--- config.mk ---
export PLATFORM = sky130hd
export DESIGN_NAME = clock_page_replacement
export DESIGN_NICKNAME = d
export VERILOG_FILES = /design/src/cpr_pkg.sv /design/src/cpr_ctrl.sv /design/src/cpr_dp.sv /design/src/clock_page_replacement.sv
export SDC_FILE = /design/constraint.sdc
export NUM_CORES = 1
export LEC_CHECK = 0
export ABC_AREA = 0
export BUFFER_PORTS_ARGS = -buffer_cell sky130_fd_sc_hd__buf_4
export CORE_AREA = 10 10 207 209
export CTS_CLUSTER_DIAMETER = 60
export DETAILED_ROUTE_END_ITERATION = 12
export DIE_AREA = 0 0 217 219
export PLACE_DENSITY = 0.79
export SLEW_MARGIN = 20
export SYNTH_ARGS = -nofsm -noshare
export SYNTH_HDL_FRONTEND = slang
export SYNTH_HIERARCHICAL = 1
export SYNTH_SLANG_ARGS = --single-unit
export TNS_END_PERCENT = 100
--- constraint.sdc ---
create_clock -name clk_i -period 5.7 [get_ports clk_i]
set_input_delay 0.855 -clock clk_i [delete_from_list [all_inputs] [get_ports clk_i]]
set_output_delay 0.855 -clock clk_i [all_outputs]
set_load 0.03 [all_outputs]
--- src/cpr_pkg.sv ---
package cpr_pkg;

  // Fixed field widths of the stream and configuration ports.
  localparam int unsigned PageW      = 16;
  localparam int unsigned FrameW     = 4;
  localparam int unsigned CountW     = 16;
  localparam int unsigned CfgW       = 5;
  localparam int unsigned InDataW    = 16;
  localparam int unsigned OutDataW   = 40;

  // Bit positions of the result fields inside the master tdata word.
  localparam int unsigned OutFrameLsb = 0;
  localparam int unsigned OutEvvBit   = 4;
  localparam int unsigned OutEvpLsb   = 5;
  localparam int unsigned OutCntLsb   = 21;
  localparam int unsigned OutPadLsb   = 37;

  // Reset value of the active frame count and saturation limit of the fault counter.
  localparam logic [CfgW-1:0]   CfgActiveReset = 5'd16;
  localparam logic [CountW-1:0] FaultMax       = 16'hFFFF;

  // Defaults for the top-level parameters.
  localparam int unsigned FramesDef   = 16;
  localparam int unsigned PageBitsDef = 16;

  // Commands from the controller to the datapath.
  typedef struct packed {
    logic load;    // capture the incoming reference
    logic commit;  // update the frame table and load the result register
  } cmd_t;

endpackage

--- src/cpr_ctrl.sv ---
module cpr_ctrl (
  input  logic          clk_i,
  input  logic          rst_ni,
  input  logic          in_valid_i,
  output logic          in_ready_o,
  output logic          out_valid_o,
  input  logic          out_ready_i,
  output cpr_pkg::cmd_t cmd_o
);

  typedef enum logic {
    S_IDLE,
    S_CALC
  } state_e;

  state_e state_q, state_d;
  logic   out_valid_q, out_valid_d;

  // The reference is taken in idle and resolved in the calc state, once
  // the result register is free or being drained.
  always_comb begin
    cmd_o.load   = (state_q == S_IDLE) && in_valid_i;
    cmd_o.commit = (state_q == S_CALC) && (!out_valid_q || out_ready_i);
    state_d      = state_q;
    unique case (state_q)
      S_IDLE: begin
        if (in_valid_i) begin
          state_d = S_CALC;
        end
      end
      S_CALC: begin
        if (cmd_o.commit) begin
          state_d = S_IDLE;
        end
      end
      default: state_d = S_IDLE;
    endcase
    if (cmd_o.commit) begin
      out_valid_d = 1'b1;
    end else if (out_ready_i) begin
      out_valid_d = 1'b0;
    end else begin
      out_valid_d = out_valid_q;
    end
  end

  // State and the result-valid flag.
  always_ff @(posedge clk_i or negedge rst_ni) begin
    if (!rst_ni) begin
      state_q     <= S_IDLE;
      out_valid_q <= 1'b0;
    end else begin
      state_q     <= state_d;
      out_valid_q <= out_valid_d;
    end
  end

  assign in_ready_o  = (state_q == S_IDLE);
  assign out_valid_o = out_valid_q;

endmodule

--- src/cpr_dp.sv ---
module cpr_dp #(
  parameter int unsigned FRAMES    = cpr_pkg::FramesDef,
  parameter int unsigned PAGE_BITS = cpr_pkg::PageBitsDef
) (
  input  logic                        clk_i,
  input  logic                        rst_ni,
  input  cpr_pkg::cmd_t               cmd_i,
  input  logic [cpr_pkg::PageW-1:0]   page_i,
  input  logic                        last_i,
  input  logic                        cfg_we_i,
  input  logic [cpr_pkg::CfgW-1:0]    cfg_wdata_i,
  output logic                        hit_o,
  output logic [cpr_pkg::FrameW-1:0]  frame_o,
  output logic                        evicted_valid_o,
  output logic [cpr_pkg::PageW-1:0]   evicted_page_o,
  output logic [cpr_pkg::CountW-1:0]  fault_count_o
);

  localparam int unsigned IdxW = (FRAMES > 1) ? $clog2(FRAMES) : 1;
  localparam int unsigned CntW = $clog2(FRAMES + 1);

  // Frame table and run state.
  logic [PAGE_BITS-1:0]       pages_q [FRAMES];
  logic [FRAMES-1:0]          valid_q, valid_d;
  logic [FRAMES-1:0]          use_q, use_d;
  logic [IdxW-1:0]            hand_q, hand_d;
  logic [cpr_pkg::CountW-1:0] faults_q, faults_d;
  logic [cpr_pkg::CfgW-1:0]   active_q;

  // Captured reference.
  logic [PAGE_BITS-1:0] page_q;
  logic                 last_q;

  // Result register.
  logic                        out_hit_q;
  logic [cpr_pkg::FrameW-1:0]  out_frame_q;
  logic                        out_evv_q;
  logic [cpr_pkg::PageW-1:0]   out_evp_q;
  logic [cpr_pkg::CountW-1:0]  out_cnt_q;

  logic [31:0]          page_ext;
  logic [CntW-1:0]      n_act;
  logic [FRAMES-1:0]    in_range;
  logic [FRAMES-1:0]    match_vec;
  logic [FRAMES-1:0]    clr_vec;
  logic [FRAMES-1:0]    upper_vec;
  logic [FRAMES-1:0]    sweep_mask;
  logic                 hit;
  logic [IdxW-1:0]      hit_idx;
  logic [IdxW-1:0]      hand_eff;
  logic [IdxW-1:0]      upper_idx;
  logic [IdxW-1:0]      clr_idx;
  logic [IdxW-1:0]      victim;
  logic [CntW-1:0]      victim_inc;
  logic [IdxW-1:0]      slot;
  logic [31:0]          slot_ext;
  logic [31:0]          evp_ext;
  logic                 evv;

  assign page_ext = {16'b0, page_i};

  // Active frame count, clamped to one through FRAMES.
  always_comb begin
    if (active_q == '0) begin
      n_act = CntW'(1);
    end else if (32'(active_q) > 32'(FRAMES)) begin
      n_act = CntW'(FRAMES);
    end else begin
      n_act = CntW'(active_q);
    end
  end

  // The hand restarts at frame zero when the active count was lowered to or below it.
  assign hand_eff = (32'(hand_q) >= 32'(n_act)) ? '0 : hand_q;

  // Parallel tag match and the candidate vectors for the victim search.
  always_comb begin
    for (int i = 0; i < FRAMES; i++) begin
      in_range[i]  = (i < int'(n_act));
      match_vec[i] = valid_q[i] && in_range[i] && (pages_q[i] == page_q);
      clr_vec[i]   = !use_q[i] && in_range[i];
      upper_vec[i] = clr_vec[i] && (i >= int'(hand_eff));
    end
  end

  // Lowest-numbered match, and first clear use bit at or after the hand and overall.
  always_comb begin
    hit_idx   = '0;
    upper_idx = '0;
    clr_idx   = '0;
    for (int i = FRAMES - 1; i >= 0; i--) begin
      if (match_vec[i]) begin
        hit_idx = IdxW'(i);
      end
      if (upper_vec[i]) begin
        upper_idx = IdxW'(i);
      end
      if (clr_vec[i]) begin
        clr_idx = IdxW'(i);
      end
    end
  end

  assign hit = |match_vec;

  // Victim choice: wrap around when nothing clear lies ahead of the hand; when
  // every active use bit is set, the sweep comes full circle to the hand.
  always_comb begin
    priority if (|upper_vec) begin
      victim = upper_idx;
    end else if (|clr_vec) begin
      victim = clr_idx;
    end else begin
      victim = hand_eff;
    end
  end

  // Use bits passed by the sweep, which it clears.
  always_comb begin
    for (int i = 0; i < FRAMES; i++) begin
      if (!(|clr_vec)) begin
        sweep_mask[i] = in_range[i];
      end else if (victim >= hand_eff) begin
        sweep_mask[i] = (i >= int'(hand_eff)) && (i < int'(victim));
      end else begin
        sweep_mask[i] = in_range[i] && ((i >= int'(hand_eff)) || (i < int'(victim)));
      end
    end
  end

  assign victim_inc = CntW'(victim) + CntW'(1);
  assign slot       = hit ? hit_idx : victim;
  assign slot_ext   = 32'(slot);
  assign evv        = !hit && valid_q[victim];
  assign evp_ext    = evv ? 32'(pages_q[victim]) : 32'd0;

  // Next run state for a committed reference; a last reference ends the run.
  always_comb begin
    valid_d  = valid_q;
    use_d    = use_q;
    hand_d   = hand_q;
    faults_d = faults_q;
    if (hit) begin
      use_d[hit_idx] = 1'b1;
    end else begin
      use_d          = use_q & ~sweep_mask;
      use_d[victim]  = 1'b1;
      valid_d[victim] = 1'b1;
      hand_d         = (victim_inc == n_act) ? '0 : IdxW'(victim_inc);
      if (faults_q != cpr_pkg::FaultMax) begin
        faults_d = faults_q + cpr_pkg::CountW'(1);
      end
    end
  end

  // Control state of the run and the configuration register.
  always_ff @(posedge clk_i or negedge rst_ni) begin
    if (!rst_ni) begin
      valid_q  <= '0;
      use_q    <= '0;
      hand_q   <= '0;
      faults_q <= '0;
      active_q <= cpr_pkg::CfgActiveReset;
    end else begin
      if (cfg_we_i) begin
        active_q <= cfg_wdata_i;
      end
      if (cmd_i.commit) begin
        if (last_q) begin
          valid_q  <= '0;
          use_q    <= '0;
          hand_q   <= '0;
          faults_q <= '0;
        end else begin
          valid_q  <= valid_d;
          use_q    <= use_d;
          hand_q   <= hand_d;
          faults_q <= faults_d;
        end
      end
    end
  end

  // Page store: written into the victim frame on a fault.
  always_ff @(posedge clk_i) begin
    if (cmd_i.commit && !hit) begin
      pages_q[victim] <= page_q;
    end
  end

  // Captured reference and the result register.
  always_ff @(posedge clk_i) begin
    if (cmd_i.load) begin
      page_q <= page_ext[PAGE_BITS-1:0];
      last_q <= last_i;
    end
    if (cmd_i.commit) begin
      out_hit_q   <= hit;
      out_frame_q <= slot_ext[cpr_pkg::FrameW-1:0];
      out_evv_q   <= evv;
      out_evp_q   <= evp_ext[cpr_pkg::PageW-1:0];
      out_cnt_q   <= faults_d;
    end
  end

  assign hit_o           = out_hit_q;
  assign frame_o         = out_frame_q;
  assign evicted_valid_o = out_evv_q;
  assign evicted_page_o  = out_evp_q;
  assign fault_count_o   = out_cnt_q;

endmodule

--- src/clock_page_replacement.sv ---
// Clock (second-chance) page replacement, one page reference per transfer.
// A reference is captured in idle and then resolved by the tag match and victim
// search in the calc state; no new reference is taken before that, and a result
// held by the receiver holds back the next one.
// Reset (rst_ni low, asynchronous) clears all valid and use bits, the hand, the
// fault count and the result flag and sets active_frames to 16; page tags are not cleared.
module clock_page_replacement #(
  parameter int unsigned FRAMES    = cpr_pkg::FramesDef,
  parameter int unsigned PAGE_BITS = cpr_pkg::PageBitsDef
) (
  input  logic                          clk_i,
  input  logic                          rst_ni,
  // tdata: page [15:0]
  input  logic [cpr_pkg::InDataW-1:0]   s_axis_tdata_i,
  input  logic                          s_axis_tlast_i,
  input  logic                          s_axis_tvalid_i,
  output logic                          s_axis_tready_o,
  // tdata: frame [3:0], evicted_valid [4], evicted_page [20:5],
  // fault_count [36:21], zero fill [39:37]
  output logic [cpr_pkg::OutDataW-1:0]  m_axis_tdata_o,
  // tuser: hit [0]
  output logic                          m_axis_tuser_o,
  output logic                          m_axis_tvalid_o,
  input  logic                          m_axis_tready_i,
  input  logic                          cfg_we_i,
  input  logic [cpr_pkg::CfgW-1:0]      cfg_wdata_i
);

  cpr_pkg::cmd_t               cmd;
  logic                        hit;
  logic [cpr_pkg::FrameW-1:0]  frame;
  logic                        evicted_valid;
  logic [cpr_pkg::PageW-1:0]   evicted_page;
  logic [cpr_pkg::CountW-1:0]  fault_count;

  cpr_ctrl u_ctrl (
    .clk_i       (clk_i),
    .rst_ni      (rst_ni),
    .in_valid_i  (s_axis_tvalid_i),
    .in_ready_o  (s_axis_tready_o),
    .out_valid_o (m_axis_tvalid_o),
    .out_ready_i (m_axis_tready_i),
    .cmd_o       (cmd)
  );

  cpr_dp #(
    .FRAMES    (FRAMES),
    .PAGE_BITS (PAGE_BITS)
  ) u_dp (
    .clk_i           (clk_i),
    .rst_ni          (rst_ni),
    .cmd_i           (cmd),
    .page_i          (s_axis_tdata_i),
    .last_i          (s_axis_tlast_i),
    .cfg_we_i        (cfg_we_i),
    .cfg_wdata_i     (cfg_wdata_i),
    .hit_o           (hit),
    .frame_o         (frame),
    .evicted_valid_o (evicted_valid),
    .evicted_page_o  (evicted_page),
    .fault_count_o   (fault_count)
  );

  // Pack the result fields, lowest field first.
  assign m_axis_tdata_o = {3'b000, fault_count, evicted_page, evicted_valid, frame};
  assign m_axis_tuser_o = hit;

endmodule

==> qor_table.md <==
| Item | This run | Unit |
| --- | --- | --- |
| Remaining global-route overflow | 0 | - |
| Port Buffer Count | 66 | - |
| Fraction of final layout cells sized beyond drive strength 1 | 17.0 | % |
| Static Leakage | 8.14 | nW |
| Setup TNS after final layout | 0 | ns |
| Proportion of synthesized chip area in sequential cells | 51.6 | % |
| Post-DRT Antenna Nets | 0 | - |
| Power Dens Cells | 484 | nW/um2 |
| Total via count after detailed routing | 16.9k | - |
| VDD IR max | 0.726 | mV |
| Mapped cell area | 21,000 | um2 |
| Final-layout fill cell count | 3,103 | - |
| Timing endpoint of the critical path | u_dp/pages_q[4][14] | - |
| Worst-path fanout max | 75 | - |
| Number of search-and-repair iterations in the first detailed-routing pass | 5 | - |
| Row cnt | 72 | - |
| Critical path required time | 5.95 | ns |
| Max-cap viol count | 0 | - |
| Ports | 70 | - |
| Finished layout cell area | 23,900 | um2 |
| DPL Wire Length | 56,700 | um |
| Worst EP arrival | 5.69 | ns |
| Worst R2R Start | u_dp/active_q[4] | - |
| Final Hold Violating Endpoints | 0 | - |
| Synth top cells by count | edfxtp_1, xnor2_1, nand2_1 | - |
| Clock slew at reported path FFs | 0.06 | ns |
| Nets | 1,956 | - |
| Prevailing post-synth register cell | edfxtp_1 | - |
| Cell variety after synth | 103 | - |
| Maximum root-to-sink buffer count | 3 | - |
| Post-synth top area cell | edfxtp_1 | - |
| Hold buffers post-CTS | 0 | - |
| Max-slew headroom | 27.3 | % |
| Place WS | 0.330 | ns |
| Global-route wire length before repair | 110,000 | um |
| Remaining design rule violation count | 0 | - |
| Outcome | finished, final reports clean | - |
| Clock root cell | clkbuf_16 | - |
| Depth of the CTS H-tree | 2 | - |
| Final-report setup violation count | 0 | - |
| Total global routing track utilization | 31.1 | % |
| Gates resized, CTS repair | 0 | - |
| Terminus of the critical flop-to-flop path | u_dp/pages_q[4][14] | - |
| Setup repair after global routing missed its margin | no | - |
| # Post-CTS Setup Buffers | 0 | - |
| Clock insertion delay at the later pin of the skew report | 0.59 | ns |
| Nature of the critical path startpoint | flip-flop | - |
| Core area | 38,600 | um2 |
| Category of the most critical setup path | flip-flop to flip-flop | - |
| Final worst-path cycle share | 95.5 | % |
| Worst Clk Skew | 0.0304 | ns |
| CTS tree | yes | - |
| Peak clock frequency supported by timing | 184 | MHz |
| Min-Delay Path Class | input pin to asynchronous set/reset pin | - |
| Overall die width | 217 | um |
| Via-per-instance ratio | 6.86 | - |
| Number of instances in the synthesized netlist | 1,803 | - |
| Actual slew at the worst max-slew pin | 1.09 | ns |
| Number of global-route vias before repair | 16.4k | - |
| Worst setup slack after layout | 0.255 | ns |
| Warnings from Yosys | 6 | - |
| Clock period minus worst slack | 5.44 | ns |
| Critical path endpoint category | flip-flop | - |
| Vertical die dimension | 219 | um |
| Largest cells by area after synthesis | edfxtp_1, xnor2_1, dfrtp_1, xor2_1, mux4_2 | - |
| Mean routed wirelength per cell | 30.7 | um |
| Area growth, synth to finish | 13.7 | % |
| Antenna violations before repair | 2 | - |
| Synthesis-stage register bit count | 370 | - |
| Detailed-route wire length | 75,700 | um |
| Initial standard-cell utilization of the core | 54.4 | % |
| Clock buffer count from CTS | 40 | - |
| Startpoint of the worst setup timing path | u_dp/active_q[4] | - |
| Cell area reported after detailed placement | 22,600 | um2 |
| Pin count of the biggest net entering global routing | 76 | - |
| Worst Reg-to-Reg Cells | 15 | - |
| Weighted congestion reported at the end of routability-driven placement | 1.05 | - |
| Flop2flop setup slack | 0.26 | ns |
| Synthesized area per cell | 11.6 | um2 |
| Most instantiated library cell after synthesis | edfxtp_1 | - |
| Clock Sink Count | 370 | - |
| Number of pins exceeding their max-slew limit in the final report | 0 | - |
| DRC violation total after the first TritonRoute iteration | 2,622 | - |
| Synth async-reset ratio | 15.9 | % |
| Number of synthesized flops with an enable pin | 311 | - |
| Share of the synthesized area in the top cell type | 44.5 | % |
| Die Outline Area | 47,500 | um2 |
flip-flops by register name (all words and copies together), names as in the netlist:
name                  count
u_dp/evicted_valid_o      1
u_dp/evicted_page_o      16
u_dp/use_q               16
u_dp/pages_q            256
u_dp/frame_o              4
u_ctrl/out_valid_o        1
u_dp/hit_o                1
u_dp/last_q               1
u_dp/fault_count_o       16
u_dp/page_q              16
u_ctrl/state_q            1
u_dp/hand_q               4
u_dp/active_q             5
u_dp/faults_q            16
u_dp/valid_q             16
layout by cell type (no fill, tap or decap), types with 8 or more instances in the layout:
master	n
a22oi_1	34
nor4_1	33
o21ai_0	65
edfxtp_1	311
nand4b_1	8
a21oi_2	12
dfrtp_1	58
inv_1	26
ha_1	14
and2_1	14
mux2i_1	36
o22ai_1	11
nand3_1	42
nor3_1	59
nand4_1	77
mux4_2	33
xor2_1	101
o2bb2ai_1	17
nand2_1	111
a22o_1	13
or3_1	11
a21o_1	12
a21oi_1	64
mux2_2	8
a31oi_1	23
o21a_1	26
buf_4	164
clkbuf_16	41
buf_12	12
nor4b_1	12
xnor2_1	170
nor2_1	104
and3_1	9
a221oi_1	10
and4_1	8
clkbuf_1	11
stage by stage:
stage          hold slack [ns]  utilization (%)  total power [mW]  std cells
2_1_floorplan            0.473                -              7.12       1805
3_3_place_gp             0.496             58.6              8.87       2391
3_5_place_dp             0.506             58.6              8.88       2391
4_1_cts                  0.422             61.9              11.4       2464
5_1_grt                  0.426             61.9              12.0       2464
6_report                 0.401             61.9              11.5       2465
logic make-up after synthesis:
kind of cell | after synthesis | synth area share (%)
compound gates | 394 | 13.6
xor+xnor | 272 | 11.4
fa+ha+maj | 14 | 0.835
buf+inv | 136 | 3.18
flops | 370 | 51.6
mux | 77 | 5.69
other cells | 1 | 0.0179
simple gates | 539 | 13.7
worst min path at each step:
| stage | to | slack (ns) | cells after the start |
|---|---|---|---|
| finish | u_ctrl/out_valid_o | 0.40 | 1 |
| global route | u_dp/page_q[1] | 0.43 | 1 |
| CTS | u_dp/page_q[2] | 0.42 | 1 |
| detailed placement | u_ctrl/out_valid_o | 0.51 | 2 |
| global placement | u_dp/use_q[5] | 0.50 | 1 |
| floorplan | u_dp/use_q[5] | 0.47 | 1 |
cell type report:
class	count	area [um2]	share of cell area, %
clock inverters	18	159	0.666
flip-flops and latches	370	10800	45.3
well taps	518	648	2.72
repair buffers	176	1470	6.17
diodes	1	2.50	0.0105
clock buffers	55	1110	4.65
multi-input cells	1299	9550	40.0
inverters	28	105	0.441
where the power goes:
| part | total (mW) | switching [mW] | internal (mW) |
|---|---|---|---|
| clock network | 2.54 | 1.12 | 1.42 |
| logic | 5.40 | 3.39 | 2.01 |
| registers | 3.61 | 0.291 | 3.31 |
| total | 11.5 | 4.80 | 6.75 |
routing by layer:
layer	GRT usage (%)	share of wire (%)	vias to the layer above	wire length, um
met2	48.6	45	1295	34000
met3	8.82	12	309	8870
met4	18.9	7.3	2	5490
met5	0	0.017	-	13
met1	37.9	36	8155	27300
li1	-	-	7157	-
worst max-delay path, stage by stage, from the launching register on:
cell and delay, ns:
dfstp_2 0.61, buf_4 0.32, nor2_2 0.18, a2111oi_1 0.72
or3_1 0.38, nor4_4 0.09, buf_4 0.18, a221o_1 0.40
o31ai_2 0.34, nor2_4 0.07, buf_12 0.21, inv_1 0.39
ha_1 0.38, nand2_1 0.27, nor2_1 0.15, buf_4 0.31
Note: power is estimated with default switching activity, not from simulation.
